--- src/design/dnfc_pkg.sv ---
// Shared types, character codes and parse functions for the decimal number field classifier.
`timescale 1ns / 1ps
package dnfc_pkg;

	localparam int CHAR_W = 8;
	localparam int TDATA_W = 8;

	localparam logic [CHAR_W-1:0] CH_PLUS  = 8'h2B;
	localparam logic [CHAR_W-1:0] CH_MINUS = 8'h2D;
	localparam logic [CHAR_W-1:0] CH_POINT = 8'h2E;
	localparam logic [CHAR_W-1:0] CH_EXP   = 8'h65;
	localparam logic [CHAR_W-1:0] CH_ZERO  = 8'h30;
	localparam logic [CHAR_W-1:0] CH_NINE  = 8'h39;

	typedef enum logic [7:0] {
		PH_START    = 8'b0000_0001,
		PH_SIGN     = 8'b0000_0010,
		PH_INT      = 8'b0000_0100,
		PH_FRAC     = 8'b0000_1000,
		PH_EXP_MARK = 8'b0001_0000,
		PH_EXP_SIGN = 8'b0010_0000,
		PH_EXP_DIG  = 8'b0100_0000,
		PH_REJECT   = 8'b1000_0000
	} phase_t;

	typedef enum logic [1:0] {
		CLASS_NONE = 2'd0,
		CLASS_INT  = 2'd1,
		CLASS_REAL = 2'd2
	} class_t;

	typedef struct packed {
		logic [CHAR_W-1:0] char_byte;
		logic              field_end;
		logic              empty_field;
	} item_t;

	typedef struct packed {
		logic   has_result;
		class_t field_class;
	} result_t;

	function automatic phase_t next_phase(input phase_t ph, input logic [CHAR_W-1:0] c);
		logic d;
		logic s;
		phase_t nxt;
		d = (c >= CH_ZERO) && (c <= CH_NINE);
		s = (c == CH_PLUS) || (c == CH_MINUS);
		nxt = PH_REJECT;
		case (ph)
			PH_START: begin
				if (s) nxt = PH_SIGN;
				else if (d) nxt = PH_INT;
			end
			PH_SIGN: begin
				if (d) nxt = PH_INT;
			end
			PH_INT: begin
				if (d) nxt = PH_INT;
				else if (c == CH_POINT) nxt = PH_FRAC;
				else if (c == CH_EXP) nxt = PH_EXP_MARK;
			end
			PH_FRAC: begin
				if (d) nxt = PH_FRAC;
				else if (c == CH_EXP) nxt = PH_EXP_MARK;
			end
			PH_EXP_MARK: begin
				if (s) nxt = PH_EXP_SIGN;
				else if (d) nxt = PH_EXP_DIG;
			end
			PH_EXP_SIGN, PH_EXP_DIG: begin
				if (d) nxt = PH_EXP_DIG;
			end
			default: nxt = PH_REJECT;
		endcase
		return nxt;
	endfunction

	function automatic class_t phase_class(input phase_t ph);
		class_t cl;
		case (ph)
			PH_INT:              cl = CLASS_INT;
			PH_FRAC, PH_EXP_DIG: cl = CLASS_REAL;
			default:             cl = CLASS_NONE;
		endcase
		return cl;
	endfunction

endpackage

--- src/design/dnfc_phase.sv ---
// Parse phase register and its per-byte update.
`timescale 1ns / 1ps
module dnfc_phase
	import dnfc_pkg::*;
(
	input  logic    clk,
	input  logic    arst_n,
	input  logic    step,
	input  item_t   item,
	output result_t res
);

	phase_t phase_q;
	phase_t phase_nxt;

	assign phase_nxt = next_phase(phase_q, item.char_byte);

	always_comb begin
		res.has_result  = item.field_end | item.empty_field;
		res.field_class = item.empty_field ? CLASS_NONE : phase_class(phase_nxt);
	end

	always_ff @(posedge clk or negedge arst_n) begin
		if (!arst_n) begin
			phase_q <= PH_START;
		end else if (step) begin
			// end of field or empty mark restarts the parse
			if (item.field_end | item.empty_field) phase_q <= PH_START;
			else phase_q <= phase_nxt;
		end
	end

endmodule

--- src/design/dnfc_out_reg.sv ---
// Output word register for the result channel.
`timescale 1ns / 1ps
module dnfc_out_reg
	import dnfc_pkg::*;
(
	input  logic               clk,
	input  logic               arst_n,
	input  logic               load,
	input  class_t             field_class,
	output logic               free,
	output logic               m_axis_tvalid,
	input  logic               m_axis_tready,
	output logic [TDATA_W-1:0] m_axis_tdata    // [1:0] field_class, rest zero
);

	logic   valid_q;
	class_t class_q;

	assign free          = !valid_q | m_axis_tready;
	assign m_axis_tvalid = valid_q;
	assign m_axis_tdata  = {{(TDATA_W-2){1'b0}}, class_q};

	always_ff @(posedge clk or negedge arst_n) begin
		if (!arst_n) begin
			valid_q <= 1'b0;
		end else if (load) begin
			valid_q <= 1'b1;
		end else if (m_axis_tready) begin
			valid_q <= 1'b0;
		end
	end

	always_ff @(posedge clk) begin
		if (load) class_q <= field_class;
	end

endmodule

--- src/design/decimal_number_field_classifier.sv ---
// Top level of the decimal number field classifier.
`timescale 1ns / 1ps
// Classifies one text field as non-numeric, integral or real.
// Input channel: one byte of the field per word; tlast marks the final byte of
// the field, tuser marks a zero-length field (its byte is ignored).
// Output channel: one word per field, class in tdata[1:0] (0 non-numeric,
// 1 integral, 2 real), sent after the last byte or an empty mark.
// Grammar: [+|-] digit+ ['.' digit*] ['e' [+|-] digit+].
// Throughput: one byte per cycle, sustained, while the output is taken.
// Path: a result word passes through two registers: its last byte is first
// captured in the input register, then the phase update loads the output
// register, where the word is held until it is taken.
// Reset clears the parse phase to start of field and empties both registers.
// When the receiver stalls, the result waits in the output register; bytes that
// give no result still flow, and the input stalls only once a second result
// is waiting behind the held one.
module decimal_number_field_classifier
	import dnfc_pkg::*;
(
	input  logic               clk,
	input  logic               arst_n,
	input  logic               s_axis_tvalid,
	output logic               s_axis_tready,
	input  logic [CHAR_W-1:0]  s_axis_tdata,    // [7:0] char_byte
	input  logic               s_axis_tlast,    // field_end
	input  logic               s_axis_tuser,    // [0] empty_field
	output logic               m_axis_tvalid,
	input  logic               m_axis_tready,
	output logic [TDATA_W-1:0] m_axis_tdata     // [1:0] field_class, rest zero
);

	logic    valid_s1;
	item_t   item_s1;
	result_t res;
	logic    out_free;
	logic    adv;

	dnfc_phase u_phase (
		.clk    (clk),
		.arst_n (arst_n),
		.step   (adv),
		.item   (item_s1),
		.res    (res)
	);

	assign adv           = valid_s1 & (!res.has_result | out_free);
	assign s_axis_tready = !valid_s1 | adv;

	always_ff @(posedge clk or negedge arst_n) begin
		if (!arst_n) begin
			valid_s1 <= 1'b0;
		end else if (s_axis_tready) begin
			valid_s1 <= s_axis_tvalid;
		end
	end

	always_ff @(posedge clk) begin
		if (s_axis_tready & s_axis_tvalid) begin
			item_s1 <= '{char_byte: s_axis_tdata, field_end: s_axis_tlast,
				empty_field: s_axis_tuser};
		end
	end

	dnfc_out_reg u_out (
		.clk           (clk),
		.arst_n        (arst_n),
		.load          (adv & res.has_result),
		.field_class   (res.field_class),
		.free          (out_free),
		.m_axis_tvalid (m_axis_tvalid),
		.m_axis_tready (m_axis_tready),
		.m_axis_tdata  (m_axis_tdata)
	);

endmodule

--- config.mk ---
export PLATFORM = sky130hd
export DESIGN_NAME = decimal_number_field_classifier
export DESIGN_NICKNAME = d
export VERILOG_FILES = /design/src/design/dnfc_pkg.sv /design/src/design/dnfc_phase.sv /design/src/design/dnfc_out_reg.sv /design/src/design/decimal_number_field_classifier.sv
export SDC_FILE = /design/constraint.sdc
export NUM_CORES = 1
export LEC_CHECK = 0
export CAP_MARGIN = 30
export CORE_MARGIN = 3
export CORE_UTILIZATION = 30
export DETAILED_ROUTE_END_ITERATION = 16
export DONT_BUFFER_PORTS = 1
export SLEW_MARGIN = 20
export SYNTH_ARGS = -nofsm -noshare
export SYNTH_HDL_FRONTEND = slang
export SYNTH_SLANG_ARGS = --single-unit
export TNS_END_PERCENT = 10
--- constraint.sdc ---
create_clock -name clk -period 2.37 [get_ports clk]
set_input_delay 0.1185 -clock clk [delete_from_list [all_inputs] [get_ports clk]]
set_output_delay 0.1185 -clock clk [all_outputs]
set_load 0.005 [all_outputs]
## Yosys cells after proc, flatten, opt, wreduce, memory -nomap -nowiden

Index checks and enable logic that the tools add are counted.

| storage, ports and cells | value |
|---|---|
| bits in registers | 22 |
| word-level logic and storage cells | 51 |

| cells by class | value |
|---|---|
| order comparisons | 2 |
| equality and inequality tests | 14 |
| mux-type cells | 13 |
| bitwise logic cells | 7 |
| reduce and logical (&&, ||, !) cells | 8 |

Operator list:

| cell | count |
|---|---|
| 2-to-1 mux 8 bit | 9 |
| case mux 8 bit (6 select lines) | 1 |
| == test 8 x 6 -> 1 bit (second input constant) | 4 |
| == test 8 x 7 -> 1 bit (second input constant) | 3 |
| == test 8 x 3 -> 1 bit (second input constant) | 2 |
| == test 8 x 4 -> 1 bit (second input constant) | 2 |
| == test 8 x 1 -> 1 bit (second input constant) | 1 |
| == test 8 x 2 -> 1 bit (second input constant) | 1 |
| == test 8 x 5 -> 1 bit (second input constant) | 1 |
| greater-or-equal comparator 8 x 6 -> 1 bit (second input constant) | 1 |
| <= comparator 8 x 6 -> 1 bit (second input constant) | 1 |
| bitwise OR 1 bit | 4 |
| case mux 2 bit (2 select lines) | 1 |
| OR reduction 2 bit | 2 |
| bitwise AND 1 bit | 3 |
| zero test 1 bit | 3 |
| 2-to-1 mux 1 bit | 2 |
| nonzero test 2 bit | 1 |
| logical AND 1 bit | 1 |
| logical OR 1 bit | 1 |

## Longest topological paths before layout

| logic depth | value |
|---|---|
| word-level depth | 8 |
| mapped depth | 6 |
| gate-level depth less buffers | 5 |

## Modules after synthesis

Synthesis repeated with hierarchy kept, for this count alone.

| unflattened totals | value |
|---|---|
| cell total of the unflattened synthesis | 115 |
| area total of the unflattened synthesis | 1,287.5 um^2 |

By module, submodules not included:

| module | times used | cells an instance | area an instance (um^2) | sequential area each (um^2) |
|---|---|---|---|---|
| dnfc_phase | 1 | 86 | 752.0 | 201.4 |
| decimal_number_field_classifier | 1 | 17 | 379.1 | 325.3 |
| dnfc_out_reg | 1 | 12 | 156.4 | 85.1 |

## Least setup slack after synthesis

No wires, ideal clock.

| timing | value |
|---|---|
| kind | register to register |
| from | register u_phase.phase_q[0] |
| to | register u_out.class_q[0], data pin |
| setup time | 139 ps |
| data arrival time | 1,518 ps |
| path slack | 713 ps |
| stages on the path, launching flop included | 6 |
| buffers on the path | 1 |
| cell sequence | dfstp_2 -> buf_4 -> inv_1 -> or4_1 -> a211o_1 -> nor2_1 |

| on the way | value |
|---|---|
| cells in the longest elaborated chain, start to end | 6 |
| elaborated cells on any way between the ends | 14 |

RTL lines:

| what | line | RTL |
|---|---|---|
| start: declaration | dnfc_phase.sv:13 | `phase_t phase_q;` |
| start signal: assignment | dnfc_phase.sv:29 | `else phase_q <= phase_nxt;` |
| == test 8 x 6 -> 1 bit or == test 8 x 7 -> 1 bit (tied branches) | dnfc_pkg.sv:50 | `case (ph)` |
| OR reduction 2 bit | dnfc_pkg.sv:50 |  |
| case mux 8 bit (6 select lines) * | dnfc_pkg.sv:50 |  |
| == test 8 x 4 -> 1 bit or == test 8 x 7 -> 1 bit (tied branches) | dnfc_pkg.sv:81 | `case (ph)` |
| OR reduction 2 bit | dnfc_pkg.sv:81 |  |
| case mux 2 bit (2 select lines) * | dnfc_pkg.sv:81 |  |
| end signal: assignment | dnfc_out_reg.sv:34 | `if (load) class_q <= field_class;` |
| end: declaration | dnfc_out_reg.sv:17 | `class_t class_q;` |

Every way passes the cells marked *; elsewhere a longest branch is shown, timed or not.
A chain may end at the register's enable or synchronous reset.

## Final worst setup path

Ends and elaborated chain as after synthesis.

==> results by group <==
Status
  – Outcome: completed

Layout
  – FILL cells: 382
  – Diode count: 0
  – Area added between synthesis and finish: 12.4%
  – Final nets: 147
  – Share of cells above drive strength 1: 9.09%

Synthesis
  – Post-Syn Area: 1260 µm²
  – Top cell type's share of synthesized area: 28.5%
  – Syn avg cell area: 10.3 µm²
  – Post-synthesis cell type count: 46
  – Share of synthesized registers carrying an async set or reset: 45.5%
  – Top cells by count, synth: nand2_1, edfxtp_1, nor2_1, o21ai_0, dfrtp_1
  – Largest cells by area after synthesis: edfxtp_1, dfrtp_1, nand2_1
  – Post-synthesis register bit count: 22
  – Biggest area consumer among synthesized cells: edfxtp_1
  – Primary FF master, synth: edfxtp_1
  – Post-synthesis compound-gate area fraction: 15.2%
  – Seq/Total Area, Yosys: 48.4%
  – Largest family of logic cells by synthesized area: simple AND/OR/NAND/NOR gates
  – Mux cell area share after synthesis: 0%
  – Number of synthesized flops with an enable pin: 12
  – Area share of fa/ha/maj cells after synthesis: 0%
  – Post-Synth XOR/XNOR Area: 4.06%
  – Top-count cell post-synth: nand2_1
  – Warnings, synthesis: 0
  – Post-Syn Instances: 123
  – Synth Area in Simple Gates: 24.5%

Placed design
  – Dpl ws: 0.629 ns
  – Port Buffers: 0
  – HPWL after DPL: 1.85 mm
  – Gp weighted congestion: 0.991

STA
  – Headroom to the max-slew limit: 51.4%
  – Post-route minimum period: 1.77 ns
  – RSZ-0062 raised after global routing: no
  – Tcrit/Tclk final: 74.6%
  – Setup WS post-layout: 0.601 ns
  – Setup TNS: 0 ns
  – Max Fclk: 0.565 GHz
  – Final hold vios: 0
  – Final setup violation count: 0
  – Worst-margin pin slew: 0.724 ns
  – Layout Skew: 0.00482 ns
  – Slew Limit Fails: 0

Detailed routing
  – DR vias: 939
  – Routed length per instance: 13.6 µm
  – DR DRC count: 0
  – Final antenna-violating net count: 0
  – Avg Vias per Cell: 5.22
  – Detailed Route WL: 2.45 mm
  – Router iterations before antenna repair: 4
  – 1st-iter DRT viols: 39

Global routing
  – Met2 usage: 17.4%
  – Antenna violations before repair: 0
  – M3 GR Usage: 1.70%
  – Largest net degree at the start of global routing: 13
  – Vias in the first global route: 898
  – GRT busiest layer: met2
  – Gr usage total: 9.92%
  – Met1 GRT Util: 11.7%
  – GRT overflow: 0
  – First-pass GRT wire length: 4.00 mm

Floorplanning
  – Core area: 3850 µm²
  – DIE AREA: 5030 µm²
  – # rows: 22
  – DIE HEIGHT: 70.9 µm
  – Starting density of the core: 32.8%
  – I/O Pins: 24
  – Die width: 70.9 µm

Clock network
  – Clock sink count: 22
  – Skew-Pair Late Insertion Delay: 0.26 ns
  – H-tree depth: 1
  – CTS max path bufs: 2
  – CTS tree: built
  – Clk root buf: clkbuf_8
  – Cts repair resizes: 0
  – Clock Pin Slew Worst Setup and Hold Paths: 0.07 ns
  – CTS buffer count: 3

Critical path
  – Critical path arrival: 1.90 ns
  – Critical Path End Type: flop
  – Reg2Reg Capture Point: u_out.class_q[0]
  – Critical Path RT: 2.50 ns
  – R2R setup slack: 0.60 ns
  – Critical-path maximum fanout: 9
  – Worst r2r path cells: 4
  – Worst r2r src: u_phase.phase_q[0]
  – CP Class: reg -> reg
  – Setup crit start kind: flop

Power and ir drop
  – Max VDD drop: 0.457 mV
  – Pwr dens: 594 nW/µm²
  – Leakage: 0.534 nW

Worst hold path
  – HP Class: in -> reg
  – WHS Path Cells: 2
  – Worst Hold End: u_out.m_axis_tvalid
  – Hold path start: m_axis_tready

Flow run
  – # Max-Cap Violations: 0
## worst max path at each step
stage	startpoint	end	cells after the start
2_1_floorplan	u_phase.phase_q[0]	u_out.class_q[0]	5
3_3_place_gp	u_phase.phase_q[0]	u_out.class_q[0]	4
3_5_place_dp	item_s1[8]	u_out.class_q[1]	5
4_1_cts	item_s1[8]	u_out.class_q[1]	5
5_1_grt	item_s1[8]	u_out.class_q[1]	5
6_report	u_phase.phase_q[0]	u_out.class_q[0]	4
## sequential cells by signal, summed over array words and instances, names as in the netlist
register             cells
item_s1                 10
u_phase.phase_q          8
u_out.class_q            2
u_out.m_axis_tvalid      1
valid_s1                 1
## cells in the final DEF, fill, tap and decap left out, drive strengths merged, types with 2 or more instances in the layout
cell type	count
nor4	2
nand4	2
nand2	17
nand4bb	2
nand2b	5
dlygate4sd3	12
nor3	4
xnor2	2
o31a	2
xor2	3
nor2	10
conb	6
dfrtp	9
clkbuf	3
and2	3
o21ai	14
edfxtp	12
nand3	3
inv	2
## metrics by stage
step / cells / total power [W] / hold slack (ns) / utilization (%) / instance area [µm²]
after detailed placement: 164 / 0.000597 / -0.177 / 32.6 / 1260
after floorplan: 128 / 0.000578 / -0.177 / - / 1280
after global routing: 180 / 0.000885 / 0.155 / 36.9 / 1420
after CTS: 180 / 0.000849 / 0.108 / 36.9 / 1420
final: 180 / 0.000845 / 0.107 / 36.9 / 1420
after global placement: 164 / 0.000601 / -0.177 / 32.6 / 1260
## worst max-delay path, stage by stage (launching register included)
cell	delay (ns)
dfstp_2	0.63
inv_1	0.09
or4_1	0.51
a211o_1	0.31
nor2_1	0.10
## timing repair
action                                 in CTS  in global routing
setup buffers                               0                  0
hold buffers                               12                  0
endpoints found under the hold margin      21                  0
## cell type report
class	instances	area [µm²]	share of cell area [%]
timing repair buffer	12	120	8.45
tap	48	60.1	4.23
multi-input combinational	92	577	40.6
clock inverter	1	3.75	0.264
sequential	22	612	43.0
inverter	2	7.51	0.528
clock buffer	3	41.3	2.90
## where the power goes
group | internal, W | total (W) | switching [W]
registers | 0.000436 | 0.000468 | 0.0000325
logic | 0.0000655 | 0.000141 | 0.0000760
clock network | 0.000116 | 0.000235 | 0.000120
## routing by layer
layer  routed length [µm]  part of all wire, %  up-vias
li1                     -                    -      452
met1                 1040                   42      448
met2                 1260                   51       36
met3                  122                  5.0        3
met4                   28                  1.1        0
met5                    0                    0        -
## cell families after synthesis
kind of cell | Yosys count
other | 1
xor gates and xnor gates | 5
and+or+nand+nor | 53
DFF | 22
buffers and inverters | 14
AOI/OAI and AO/OA | 28
No activity file was read; power rests on OpenSTA's default activity.
